File: src/design/f5e_pkg.sv
// ----------------------------------------------------------------------------
// f5e_pkg
// Shared types, constants and helpers for the five-character float encoder.
// ----------------------------------------------------------------------------
package f5e_pkg;

  // Register stages from the input register to the result register.
  localparam int          PipeStages = 7;

  // Clamp limits as magnitude bit patterns (sign bit removed).
  localparam logic [62:0] BigBits   = 63'h45C027E72F1F1281;
  localparam logic [62:0] SmallBits = 63'h3A1FB0F6BE506019;

  localparam logic [10:0] ExpBias   = 11'd1023;
  // Biased exponent field minus this gives e + 129.
  localparam logic [10:0] ExpShift  = 11'd894;

  localparam logic [7:0]  Base1Wide = 8'd90;
  localparam logic [7:0]  GroupTwo  = 8'd180;
  localparam logic [23:0] FracOne   = 24'h800000;

  localparam int          Base3     = 729000;
  localparam int          Base3Max  = 11;
  localparam logic [19:0] Recip2    = 20'd530243;  // ceil(2^32 / 8100)
  localparam logic [12:0] Recip1    = 13'd5826;    // ceil(2^19 / 90)
  localparam logic [12:0] Base2     = 13'd8100;
  localparam logic [12:0] Base1     = 13'd90;

  localparam logic [6:0]  GroupStep = 7'd12;
  localparam logic [6:0]  NegOffset = 7'd40;
  localparam logic [6:0]  ZeroMark  = 7'd80;
  localparam logic [6:0]  CharBase  = 7'd33;
  localparam logic [6:0]  SkipLow   = 7'd94;
  localparam logic [6:0]  SkipHigh  = 7'd123;

  typedef struct packed {
    logic        zero;
    logic        neg;
    logic [1:0]  grp;
    logic [6:0]  dg3;
    logic [23:0] frac;
  } unpack_t;

  typedef struct packed {
    logic        zero;
    logic        neg;
    logic [1:0]  grp;
    logic [6:0]  dg3;
    logic [3:0]  q4;
    logic [6:0]  dg2;
    logic [6:0]  dg1;
    logic [12:0] r2;
  } digits_t;

  typedef struct packed {
    logic [6:0] c0;
    logic [6:0] c1;
    logic [6:0] c2;
    logic [6:0] c3;
    logic [6:0] c4;
  } chars_t;

  // Digit to printable character, stepping over the two excluded codes.
  function automatic logic [6:0] to_char(input logic [6:0] d);
    logic [6:0] c;
    c = d + CharBase;
    if (c >= SkipLow) c = c + 7'd1;
    if (c >= SkipHigh) c = c + 7'd1;
    return c;
  endfunction

endpackage

File: src/design/f5e_unpack.sv
// ----------------------------------------------------------------------------
// f5e_unpack
// Clamps the magnitude and splits it into exponent group, exponent remainder
// and a 24-bit fraction.
// ----------------------------------------------------------------------------
module f5e_unpack (
  input  logic [63:0]          bits_i,
  output f5e_pkg::unpack_t     fields_o
);

  logic [62:0] mag;
  logic [62:0] mag_clamped;
  logic [10:0] exp_field;
  logic        pow2;
  logic [10:0] biased_wide;
  logic [7:0]  biased;

  always_comb begin
    mag = bits_i[62:0];
    if (mag > f5e_pkg::BigBits) begin
      mag_clamped = f5e_pkg::BigBits;
    end else if (mag < f5e_pkg::SmallBits) begin
      mag_clamped = f5e_pkg::SmallBits;
    end else begin
      mag_clamped = mag;
    end

    exp_field = mag_clamped[62:52];
    // An exact power of two below one is coded one exponent lower.
    pow2 = (exp_field < f5e_pkg::ExpBias) && (mag_clamped[51:0] == 52'd0);
    biased_wide = exp_field - f5e_pkg::ExpShift - {10'd0, pow2};
    biased = biased_wide[7:0];

    fields_o.zero = (mag == 63'd0);
    fields_o.neg  = bits_i[63];
    if (biased >= f5e_pkg::GroupTwo) begin
      fields_o.grp = 2'd2;
      fields_o.dg3 = 7'(biased - f5e_pkg::GroupTwo);
    end else if (biased >= f5e_pkg::Base1Wide) begin
      fields_o.grp = 2'd1;
      fields_o.dg3 = 7'(biased - f5e_pkg::Base1Wide);
    end else begin
      fields_o.grp = 2'd0;
      fields_o.dg3 = biased[6:0];
    end
    fields_o.frac = pow2 ? f5e_pkg::FracOne : {1'b0, mag_clamped[51:29]};
  end

endmodule

File: src/design/f5e_radix.sv
// ----------------------------------------------------------------------------
// f5e_radix
// Pipelined split of the fraction into base-90 digits, one constant division
// per stage.
// ----------------------------------------------------------------------------
module f5e_radix (
  input  logic                 clk_i,
  input  logic                 advance_i,
  input  f5e_pkg::unpack_t     fields_i,
  output f5e_pkg::digits_t     digits_o
);

  typedef struct packed {
    logic        zero;
    logic        neg;
    logic [1:0]  grp;
    logic [6:0]  dg3;
    logic [3:0]  q4;
  } head_t;

  f5e_pkg::unpack_t fields_q;
  head_t            head_b_q, head_c_q, head_d_q;
  logic [19:0]      rest1_b_q, rest1_c_q;
  logic [6:0]       dg2_c_q, dg2_d_q;
  logic [12:0]      r2_d_q;
  f5e_pkg::digits_t digits_q;

  logic [3:0]  q4_d;
  logic [23:0] sub_d;
  logic [39:0] prod2;
  logic [12:0] r2_d;
  logic [25:0] prod1;

  // Top digit by threshold compare; its value never exceeds eleven.
  always_comb begin
    q4_d  = 4'd0;
    sub_d = 24'd0;
    for (int k = 1; k <= f5e_pkg::Base3Max; k++) begin
      if (fields_q.frac >= 24'(k * f5e_pkg::Base3)) begin
        q4_d  = 4'(k);
        sub_d = 24'(k * f5e_pkg::Base3);
      end
    end
  end

  assign prod2 = rest1_b_q * f5e_pkg::Recip2;
  assign r2_d  = 13'(rest1_c_q - 20'(dg2_c_q) * 20'(f5e_pkg::Base2));
  assign prod1 = r2_d_q * f5e_pkg::Recip1;

  always_ff @(posedge clk_i) begin
    if (advance_i) begin
      fields_q <= fields_i;

      head_b_q  <= '{zero: fields_q.zero, neg: fields_q.neg, grp: fields_q.grp,
                     dg3: fields_q.dg3, q4: q4_d};
      rest1_b_q <= 20'(fields_q.frac - sub_d);

      head_c_q  <= head_b_q;
      rest1_c_q <= rest1_b_q;
      dg2_c_q   <= prod2[38:32];

      head_d_q <= head_c_q;
      dg2_d_q  <= dg2_c_q;
      r2_d_q   <= r2_d;

      digits_q.zero <= head_d_q.zero;
      digits_q.neg  <= head_d_q.neg;
      digits_q.grp  <= head_d_q.grp;
      digits_q.dg3  <= head_d_q.dg3;
      digits_q.q4   <= head_d_q.q4;
      digits_q.dg2  <= dg2_d_q;
      digits_q.dg1  <= prod1[25:19];
      digits_q.r2   <= r2_d_q;
    end
  end

  assign digits_o = digits_q;

endmodule

File: src/design/f5e_charmap.sv
// ----------------------------------------------------------------------------
// f5e_charmap
// Forms the last digit and the combined top digit, then maps all five digits
// to printable characters.
// ----------------------------------------------------------------------------
module f5e_charmap (
  input  f5e_pkg::digits_t     digits_i,
  output f5e_pkg::chars_t      chars_o
);

  logic [12:0] low_wide;
  logic [6:0]  dg0;
  logic [6:0]  dg4;

  always_comb begin
    low_wide = digits_i.r2 - 13'(digits_i.dg1 * f5e_pkg::Base1);
    dg0 = low_wide[6:0];
    dg4 = {3'd0, digits_i.q4} + 7'(digits_i.grp * f5e_pkg::GroupStep)
        + (digits_i.neg ? f5e_pkg::NegOffset : 7'd0);

    if (digits_i.zero) begin
      chars_o.c0 = f5e_pkg::to_char(7'd0);
      chars_o.c1 = f5e_pkg::to_char(7'd0);
      chars_o.c2 = f5e_pkg::to_char(7'd0);
      chars_o.c3 = f5e_pkg::to_char(7'd0);
      chars_o.c4 = f5e_pkg::to_char(f5e_pkg::ZeroMark);
    end else begin
      chars_o.c0 = f5e_pkg::to_char(dg0);
      chars_o.c1 = f5e_pkg::to_char(digits_i.dg1);
      chars_o.c2 = f5e_pkg::to_char(digits_i.dg2);
      chars_o.c3 = f5e_pkg::to_char(digits_i.dg3);
      chars_o.c4 = f5e_pkg::to_char(dg4);
    end
  end

endmodule

File: src/design/float_to_five_char_encoder_top.sv
// ----------------------------------------------------------------------------
// float_to_five_char_encoder_top
// Encodes a binary64 bit pattern as five printable characters.
// ----------------------------------------------------------------------------
// Pipeline: an accepted item passes through seven register stages (input, five
// digit stages, output) before its result is valid.
// Throughput: one item per cycle; the whole pipeline holds while a result
// waits at a stalled output, so the receiver sets the pace.
// Reset clears the stage valid flags only; no clearing pass is needed.
module float_to_five_char_encoder_top (
  input  logic        clk_i,
  input  logic        rst_ni,
  input  logic        in_valid_i,
  output logic        in_stall_o,
  input  logic [63:0] value_bits_i,
  output logic        out_valid_o,
  input  logic        out_stall_i,
  output logic [6:0]  char_zero_o,
  output logic [6:0]  char_one_o,
  output logic [6:0]  char_two_o,
  output logic [6:0]  char_three_o,
  output logic [6:0]  char_four_o
);

  logic [f5e_pkg::PipeStages-1:0] vld_q;
  logic                           advance;
  logic [63:0]                    bits_q;
  f5e_pkg::unpack_t               fields;
  f5e_pkg::digits_t               digits;
  f5e_pkg::chars_t                chars_d, chars_q;

  assign advance    = !(vld_q[f5e_pkg::PipeStages-1] && out_stall_i);
  assign in_stall_o = !advance;

  always_ff @(posedge clk_i or negedge rst_ni) begin
    if (!rst_ni) begin
      vld_q <= '0;
    end else if (advance) begin
      vld_q <= {vld_q[f5e_pkg::PipeStages-2:0], in_valid_i};
    end
  end

  always_ff @(posedge clk_i) begin
    if (advance) begin
      bits_q  <= value_bits_i;
      chars_q <= chars_d;
    end
  end

  f5e_unpack u_unpack (
    .bits_i   (bits_q),
    .fields_o (fields)
  );

  f5e_radix u_radix (
    .clk_i     (clk_i),
    .advance_i (advance),
    .fields_i  (fields),
    .digits_o  (digits)
  );

  f5e_charmap u_charmap (
    .digits_i (digits),
    .chars_o  (chars_d)
  );

  assign out_valid_o  = vld_q[f5e_pkg::PipeStages-1];
  assign char_zero_o  = chars_q.c0;
  assign char_one_o   = chars_q.c1;
  assign char_two_o   = chars_q.c2;
  assign char_three_o = chars_q.c3;
  assign char_four_o  = chars_q.c4;

  // The zero marker only ever appears with all other digits at zero.
  assert property (@(posedge clk_i) disable iff (!rst_ni)
    (out_valid_o && char_four_o == 7'd114) |->
      (char_zero_o == 7'd33 && char_one_o == 7'd33 &&
       char_two_o == 7'd33 && char_three_o == 7'd33))
    else $error("zero marker with nonzero digits");

  // The excluded codes never leave the block.
  assert property (@(posedge clk_i) disable iff (!rst_ni)
    out_valid_o |->
      (char_zero_o != f5e_pkg::SkipLow && char_zero_o != f5e_pkg::SkipHigh &&
       char_one_o != f5e_pkg::SkipLow && char_one_o != f5e_pkg::SkipHigh &&
       char_two_o != f5e_pkg::SkipLow && char_two_o != f5e_pkg::SkipHigh &&
       char_three_o != f5e_pkg::SkipLow && char_three_o != f5e_pkg::SkipHigh &&
       char_four_o != f5e_pkg::SkipLow && char_four_o != f5e_pkg::SkipHigh))
    else $error("excluded character code on output");

  // A stalled output freezes every stage, so no item is lost in flight.
  assert property (@(posedge clk_i) disable iff (!rst_ni)
    (out_valid_o && out_stall_i) |=> $stable(vld_q))
    else $error("pipeline moved while output stalled");

  // Every character lies in the printable range.
  assert property (@(posedge clk_i) disable iff (!rst_ni)
    out_valid_o |-> (char_zero_o >= 7'd33 && char_one_o >= 7'd33 &&
                     char_two_o >= 7'd33 && char_three_o >= 7'd33 &&
                     char_four_o >= 7'd33 && char_four_o <= 7'd124))
    else $error("character out of range");

endmodule

File: config.mk
export PLATFORM = sky130hd
export DESIGN_NAME = float_to_five_char_encoder_top
export DESIGN_NICKNAME = d
export VERILOG_FILES = /design/src/design/f5e_pkg.sv /design/src/design/f5e_unpack.sv /design/src/design/f5e_radix.sv /design/src/design/f5e_charmap.sv /design/src/design/float_to_five_char_encoder_top.sv
export SDC_FILE = /design/constraint.sdc
export NUM_CORES = 1
export LEC_CHECK = 0
export BUFFER_PORTS_ARGS = -buffer_cell sky130_fd_sc_hd__buf_2
export CORE_ASPECT_RATIO = 0.75
export CORE_MARGIN = 10
export CORE_UTILIZATION = 45
export CTS_CLUSTER_DIAMETER = 30
export DETAILED_ROUTE_END_ITERATION = 10
export SYNTH_ARGS = -nofsm -noshare
export SYNTH_HDL_FRONTEND = slang
export SYNTH_SLANG_ARGS = --single-unit
File: constraint.sdc
create_clock -name clk_i -period 8.61 [get_ports clk_i]
set_input_delay 1.2915 -clock clk_i [delete_from_list [all_inputs] [get_ports clk_i]]
set_output_delay 1.2915 -clock clk_i [all_outputs]
set_load 0.05 [all_outputs]
# Word level (Yosys, flattened, before mapping)
# Cells that the tools add are included.
# classes
addsub	24
n_mul	5
n_lt_le_gt_ge	26
mux	42
n_reduce_logical	6
# op_table
operator	count
$mux W20	11
$ge A24 B23 Y1 const B	6
$mux W63	2
$mux W7	16
$ge A24 B22 Y1 const B	3
$add A7 B1 Y7 const B	10
$ge A7 B7 Y1 const B	10
$gt A63 B63 Y1 const B	1
$logic_not A63 Y1	1
$lt A63 B62 Y1 const B	1
$logic_not A52 Y1	1
$mul A20 B20 Y39 const B	1
$add A7 B6 Y7 const B	5
$mul A13 B12 Y25 const B	1
$ge A24 B20 Y1 const B	1
$ge A24 B21 Y1 const B	1
$mux W24	1
$sub A20 B20 Y20	1
$sub A13 B13 Y13	1
$mux W3	4
$lt A11 B10 Y1 const B	1
$mul A7 B11 Y11 const B	1
$ge A8 B7 Y1 const B	1
$ge A8 B8 Y1 const B	1
16 further kinds	21
# totals
reg_bits	282
inputBits	68
out_inout_bits	37
wordCells	146

# Logic depth before layout (Yosys ltp)
# Gate-level depths: netlist of the first run.
# logic_depth
ltp_word	13
ltp_mapped	26
ltp_nobuf	24

# Modules after synthesis
# Synthesis of the first run repeated with hierarchy kept, for this count alone.
# hier_totals
hier_cells	2009
hier_area_um2	22705.5
# modules_own_cells
mod	instances	cells_per_inst	area_per_inst_um2	seq_area_each_um2
f5e_radix	1	1213	14711.6	5465.2
float_to_five_char_encoder_top	1	116	3264.4	3148.0
f5e_charmap	1	441	3128.0	0.0
f5e_unpack	1	239	1601.5	0.0

# Least setup slack after synthesis of the first run
# No wires, ideal clock.
# synth_timing
path_kind	input port to output port
start	input port out_stall_i
end	output port in_stall_o
t_arrival_ps	9307
required_ps	7318
path_slack_ps	-1989
stages	2
n_path_buf	0
path_cell_list	nand2_1 > inv_1
# synth_between
elab_chain_cells	1
# synth_rtl
item	line	rtl
start, declared	float_to_five_char_encoder_top.sv:17	input logic out_stall_i,
$logic_and A1 B1 Y1	float_to_five_char_encoder_top.sv:32	assign advance = !(vld_q[f5e_pkg::PipeStages-1] && out_stall_i);
end, declared	float_to_five_char_encoder_top.sv:14	output logic in_stall_o,
# No other way between the ends.

# Worst setup path in the final report of the first run
# layout_timing
start	register u_radix.rest1_b_q[7]
end	register u_radix.dg2_c_q[6] (data pin)
# layout_between
elab_chain_cells	1
# layout_rtl
item	line	rtl
start, declared	f5e_radix.sv:23	logic [19:0] rest1_b_q, rest1_c_q;
start signal, assigned	f5e_radix.sv:56	rest1_b_q <= 20'(fields_q.frac - sub_d);
$mul A20 B20 Y39	f5e_radix.sv:46	assign prod2 = rest1_b_q * f5e_pkg::Recip2;
net u_radix.prod2[38]	f5e_radix.sv:30	logic [39:0] prod2;
end signal, assigned	f5e_radix.sv:60	dg2_c_q <= prod2[38:32];
end, declared	f5e_radix.sv:24	logic [6:0] dg2_c_q, dg2_d_q;
# The timed path passes the listed nets, and every way through them passes these cells.
# A chain may end at the register's enable or synchronous reset.

==> results of run 1 <==
[synthesized netlist by cell type (6+ instances only)]
cell type	instances	area share, %
nor4_1	21	0.61
o21a_1	16	0.56
a211oi_1	6	0.21
dfrtp_1	7	0.82
nand2b_1	19	0.56
or2_2	15	0.44
edfxtp_1	275	39
xor2_1	42	1.7
ha_1	321	19
and4_1	8	0.33
a31o_2	8	0.33
nand4_1	19	0.56
mux2_2	8	0.42
or3_1	6	0.18
mux2i_1	7	0.33
and3_1	22	0.64
nor2b_1	10	0.29
nor3_1	30	0.70
a21o_1	24	0.84
a211o_1	6	0.25
nor3b_1	6	0.21
a21oi_1	65	1.5
a41oi_1	8	0.33
a21boi_0	11	0.39
nand3_1	45	1.1
o21ai_0	52	1.2
fa_1	135	13
inv_1	262	4.6
o21bai_1	18	0.63
xnor2_1	71	2.9
o2111ai_1	11	0.45
and2_1	14	0.41
clkbuf_1	22	0.39
a31oi_1	10	0.29
nand2_1	75	1.3
nor2_1	88	1.5
[layout make-up]
| class | instances | area share (%) |
|---|---|---|
| multi-input combinational | 1270 | 49.0 |
| sequential | 282 | 34.7 |
| clock buffer | 53 | 5.28 |
| inverter | 262 | 4.04 |
| tap | 639 | 3.29 |
| timing repair buffer | 107 | 2.23 |
| clock inverter | 41 | 1.54 |
[worst min-delay path by stage]
stage | to | slack (ns) | start | depth (start not counted)
floorplan | u_radix.digits_o[20] | 0.40 | u_radix.dg2_d_q[0] | 0
global placement | u_radix.head_b_q[5] | 0.40 | u_radix.fields_q[25] | 0
detailed placement | u_radix.digits_o[28] | 0.40 | u_radix.head_d_q[1] | 0
CTS | u_radix.head_d_q[1] | 0.41 | u_radix.head_c_q[1] | 0
global route | u_radix.head_d_q[13] | 0.41 | u_radix.head_c_q[13] | 0
finish | u_radix.head_c_q[7] | 0.41 | u_radix.head_b_q[7] | 0
[sequential cells by signal (all words and copies together), names as in the netlist]
register and flops:
bits_q 64, char_four_o 7, char_one_o 7, char_three_o 7, char_two_o 7, char_zero_o 7, u_radix.dg2_c_q 7, u_radix.dg2_d_q 7
u_radix.digits_o 36, u_radix.fields_q 35, u_radix.head_b_q 15, u_radix.head_c_q 15, u_radix.head_d_q 15, u_radix.r2_d_q 13, u_radix.rest1_b_q 20, u_radix.rest1_c_q 13
vld_q 7
[cells by family after synthesis]
kind of cell,after synthesis,synth area share [%]
adders and majority gates,456,31.4
AOI/OAI and AO/OA,280,8.80
muxes,16,0.813
and+or+nand+nor,405,9.93
DFF,282,39.4
buffers and inverters,285,5.03
xor gates and xnor gates,113,4.62
[routing by layer]
layer	vias to the layer above	global-route usage, %	share of wire [%]	wire, um
met5	-	0	0.018	8
li1	6854	-	-	-
met2	311	23.2	43	18900
met4	2	3.60	1.7	748
met3	63	3.38	5.9	2570
met1	6733	21.9	49	21300
[through the flow]
| step | hold WS, ns | worst slack, ns | cell area (um2) | utilization, % | cells |
|---|---|---|---|---|---|
| 3_5_place_dp | 0.405 | 2.02 | 22700 | 48.0 | 2560 |
| 6_report | 0.410 | 2.02 | 24300 | 51.5 | 2654 |
| 3_3_place_gp | 0.401 | 2.14 | 22700 | 48.0 | 2560 |
| 4_1_cts | 0.407 | 1.99 | 24300 | 51.5 | 2654 |
| 5_1_grt | 0.414 | 1.41 | 24300 | 51.5 | 2654 |
| 2_1_floorplan | 0.400 | 1.41 | 21400 | - | 1837 |
[worst register-to-register path, stage by stage (launching register included)]
cell and delay, ns:
edfxtp_1 0.65, fa_1 0.53, fa_1 0.47, ha_1 0.31, ha_1 0.28, inv_1 0.05
fa_1 0.52, inv_1 0.05, fa_1 0.56, fa_1 0.42, ha_1 0.32, a21o_1 0.16
a21o_1 0.17, a21o_1 0.18, a2111oi_0 0.53, a2111oi_0 0.21, o21ai_0 0.25, a21oi_1 0.14
o21a_1 0.21, o21ai_0 0.19, xnor2_1 0.10
==> impl_metrics.ini, run 1 <==
[worst_setup_path]
worstSetupStartpoint = u_radix.rest1_b_q[7]
cpPeakStageDelay_ns = 0.65
worstPathCellList = fa_1 -> fa_1 -> ha_1 -> ha_1 -> inv_1 -> fa_1 -> inv_1 -> fa_1 -> fa_1 -> ha_1 -> a21o_1 -> a21o_1 -> a21o_1 -> a2111oi_0 -> a2111oi_0 -> o21ai_0 -> a21oi_1 -> o21a_1 -> o21ai_0 -> xnor2_1
arrival_ns = 6.87
critical_path_class = reg2reg
rr_startpoint = u_radix.rest1_b_q[7]
cp.depth = 20
slowest_stage = edfxtp_1
r2r.worst_path.cells = 20
critPathRequiredTime_ns = 8.89
r2r-end = u_radix.dg2_c_q[6]
endpoint_kind = register
critPathLaunchType = register
cp_top_family = adder cells
path_buf_inv = 2
path_max_fanout = 9
endpoint = u_radix.dg2_c_q[6]
r2r_setup_slack_ns = 2.02
crit_top_cell = fa_1

[die]
dieHeight_um = 209
start_util_pct = 45.3
die_w_um = 272
io_pins = 105
num_rows = 69
core_area_um2 = 47200
die_area_um2 = 56800

[timing]
rsz0062_at_grt = false
setup_violations = 0
max_freq_mhz = 152
max_slew.worst_pin.slew_ns = 1.04
period_share_pct = 76.5
setup_tns_ns = 0
period_needed_ns = 6.59
report.final.slew_viol_count = 0
slew_headroom_pct = 30.5
final.setup_skew_ns = 0.0179
finalHoldViolations = 0

[clock_tree]
cts_tree = yes
clockBufferDepth = 3
cts-root-buf = clkbuf_16
clk_pin_slew_ns = 0.05
cts.htree.levels = 2
clock_sinks = 282
cts_resized = 0
postCtsSetupBuffers = 0
numCtsBuffers = 51
holdBufCountCts = 0
clkLatencyLatePin_ns = 0.57

[global_routing]
grt_max_degree = 75
grt_pass1_wl_mm = 72.1
track_usage_pct = 15.3
gr-total-overflow = 0
antenna_found_initial = 1
grt_pass1_vias = 14209

[run_status]
status = complete, no violations

[min_path]
hp-class = reg2reg

[yosys]
syn_nets = 2361
ys.flop_type = edfxtp_1
synthDistinctLibCells = 73
netlist_area_um2 = 21400
ys_warn_count = 0
synth.avg_cell_area_um2 = 11.7
ys_seq_area_share_pct = 39.4
synth-edff-count = 275
synth-seq-cells = 282
async_flop_share_pct = 2.48
syn_inst = 1837

[placement]
portBuffers = 104
dpl.hpwl_mm = 34.0
gp_congestion = 0.915

[cells_and_area]
final_cell_mix = 321 x ha_1, 275 x edfxtp_1, 262 x inv_1
nets = 2498
n_fill_cell = 4104
antenna_cells = 0
multiInputGateArea_um2 = 11900
final_common_cell = ha_1
synthToLayoutAreaGrowth_pct = 13.7
seq_area_um2 = 8430
drive_gt1_share_pct = 11.6

[routing]
dr.pass1.iters = 5
ant_nets = 0
via_per_inst = 5.26
drc_errors = 0
drtIter0Drc = 950
via_count = 13963
wirelength_mm = 43.5
wire_per_inst_um = 16.4

[run]
drv_cap = 0
Power of run 1 is left out: the tool's default activity adds up to more than one toggle a clock period on the data nets, which glitch-free logic cannot reach.
==> run 2, diff against run 1 <==
==> constraint.sdc (replaced) <==
create_clock -name clk_i -period 5.4 [get_ports clk_i]
set_input_delay 0.81 -clock clk_i [delete_from_list [all_inputs] [get_ports clk_i]]
set_output_delay 0.81 -clock clk_i [all_outputs]
set_load 0.05 [all_outputs]
==> run 2 against run 1 <==
  * The flow now finishes with violations (negative setup slack)
  * Sequential cell count unchanged
  * Critical path type unchanged
  * Die area did not move
  * Wire length is 2.5% higher
  * Hold slack got worse by 0.34 ns
  * Critical path depth is the same
  * Critical endpoint unchanged
  * Setup slack worse by 2.5 ns
  * First-iteration DRC count rose by 4.9%
==> impl_metrics.ini, run 2 (same netlist as run 1, synthesis figures left out) <==
[run_status]
status = finished, violations left
violations = negative setup slack

[routing]
via_count = 14615
drc_errors = 0
wire_per_inst_um = 16.0
via_per_inst = 5.23
wirelength_mm = 44.6
drtIter0Drc = 997
dr.pass1.iters = 5
ant_nets = 0

[worst_setup_path]
worstPathCellList = fa_1 -> fa_1 -> ha_4 -> ha_4 -> inv_2 -> fa_1 -> inv_1 -> fa_1 -> fa_1 -> ha_4 -> a21o_1 -> a21o_1 -> a21o_1 -> a2111oi_4 -> a2111oi_4 -> o21ai_2 -> a21oi_2 -> o21a_1 -> o21ai_2 -> xnor2_1
critical_path_class = reg2reg
slowest_stage = fa_1
critPathRequiredTime_ns = 5.70
r2r.worst_path.cells = 20
arrival_ns = 6.16
r2r-end = u_radix.dg2_c_q[6]
rr_startpoint = u_radix.rest1_b_q[5]
cpPeakStageDelay_ns = 0.59
worstSetupStartpoint = u_radix.rest1_b_q[5]
crit_top_cell = fa_1
endpoint_kind = register
path_max_fanout = 5
critPathLaunchType = register
cp_top_family = adder cells
r2r_setup_slack_ns = -0.45
path_buf_inv = 2

[cells_and_area]
synthToLayoutAreaGrowth_pct = 20.9
top_register = bits_q
drive_gt1_share_pct = 20.2
nets = 2638
final_cell_mix = 312 x ha_1, 275 x edfxtp_1, 259 x inv_1
fin_cells = 2795
antenna_cells = 0
final_common_cell = ha_1
largest_reg_flops = 64

[die]
core_area_um2 = 47200
start_util_pct = 45.3
die_area_um2 = 56800
die_w_um = 272
io_pins = 105
num_rows = 69
dieHeight_um = 209

[clock_tree]
cts-root-buf = clkbuf_16
clkLatencyLatePin_ns = 0.55
cts_tree = yes
clockBufferDepth = 3
holdBufCountCts = 0
clock_sinks = 282
cts.htree.levels = 2
numCtsBuffers = 51
clk_pin_slew_ns = 0.06

[timing]
finalHoldViolations = 0
setup_ws_ns = -0.454
max_freq_mhz = 171
setup_violations = 7
rsz0062_at_grt = true
max_slew.worst_pin.slew_ns = 0.982
final.setup_skew_ns = 0.0189
period_share_pct = 108
setup_tns_ns = -2.40
period_needed_ns = 5.85
slew_headroom_pct = 34.5
report.final.slew_viol_count = 0

[global_routing]
grt_pass1_wl_mm = 74.4
grt_pass1_vias = 14904
gr-total-overflow = 0
grt_max_degree = 124
track_usage_pct = 15.7
antenna_found_initial = 0

[min_path]
hp-class = in2async

[placement]
gp_congestion = 0.895
placed_cells = 2684
portBuffers = 104
dpl.hpwl_mm = 35.5
place_ws_ns = -0.544

[run]
drv_cap = 0
[run 2: layout make-up]
cell class | instances | area, um2
fillers | 4001 | 21400
multi-input cells | 1270 | 12300
flip-flops and latches | 282 | 8430
repair buffers | 247 | 1610
clock buffers | 52 | 1280
inverters | 262 | 983
well taps | 639 | 800
clock inverters | 43 | 470
[run 2: routing by layer]
layer	global-route usage [%]	routed length (um)
met3	3.10	2360
met2	24.0	19400
met5	0	0
met4	3.19	546
met1	22.8	22300
[run 2: stage by stage]
stage	cell area, um2	utilization [%]	hold slack (ns)
after floorplan	21500	-	0.400
after global placement	23700	50.2	0.401
after detailed placement	23700	50.2	0.405
after CTS	25600	54.1	0.0484
after global routing	25900	54.8	0.0536
final	25900	54.8	0.0669
[run 2: worst max path at each step]
stage / to / cells past startpoint
floorplan: u_radix.dg2_c_q[6] / 20
global placement: u_radix.dg2_c_q[6] / 18
detailed placement: u_radix.dg2_c_q[6] / 18
CTS: u_radix.dg2_c_q[6] / 20
global route: u_radix.dg2_c_q[6] / 20
finish: u_radix.dg2_c_q[6] / 20
[run 2: repair_timing]
| action | in CTS | in global routing |
|---|---|---|
| resized for setup | 18 | 43 |
| pin swaps | 13 | 40 |
| hold endpoints to repair | 0 | 0 |
| setup buffers | 8 | 10 |
| setup endpoints to repair | 15 | 18 |
| cloned | 0 | 0 |
Power of run 2 is left out for the same reason.
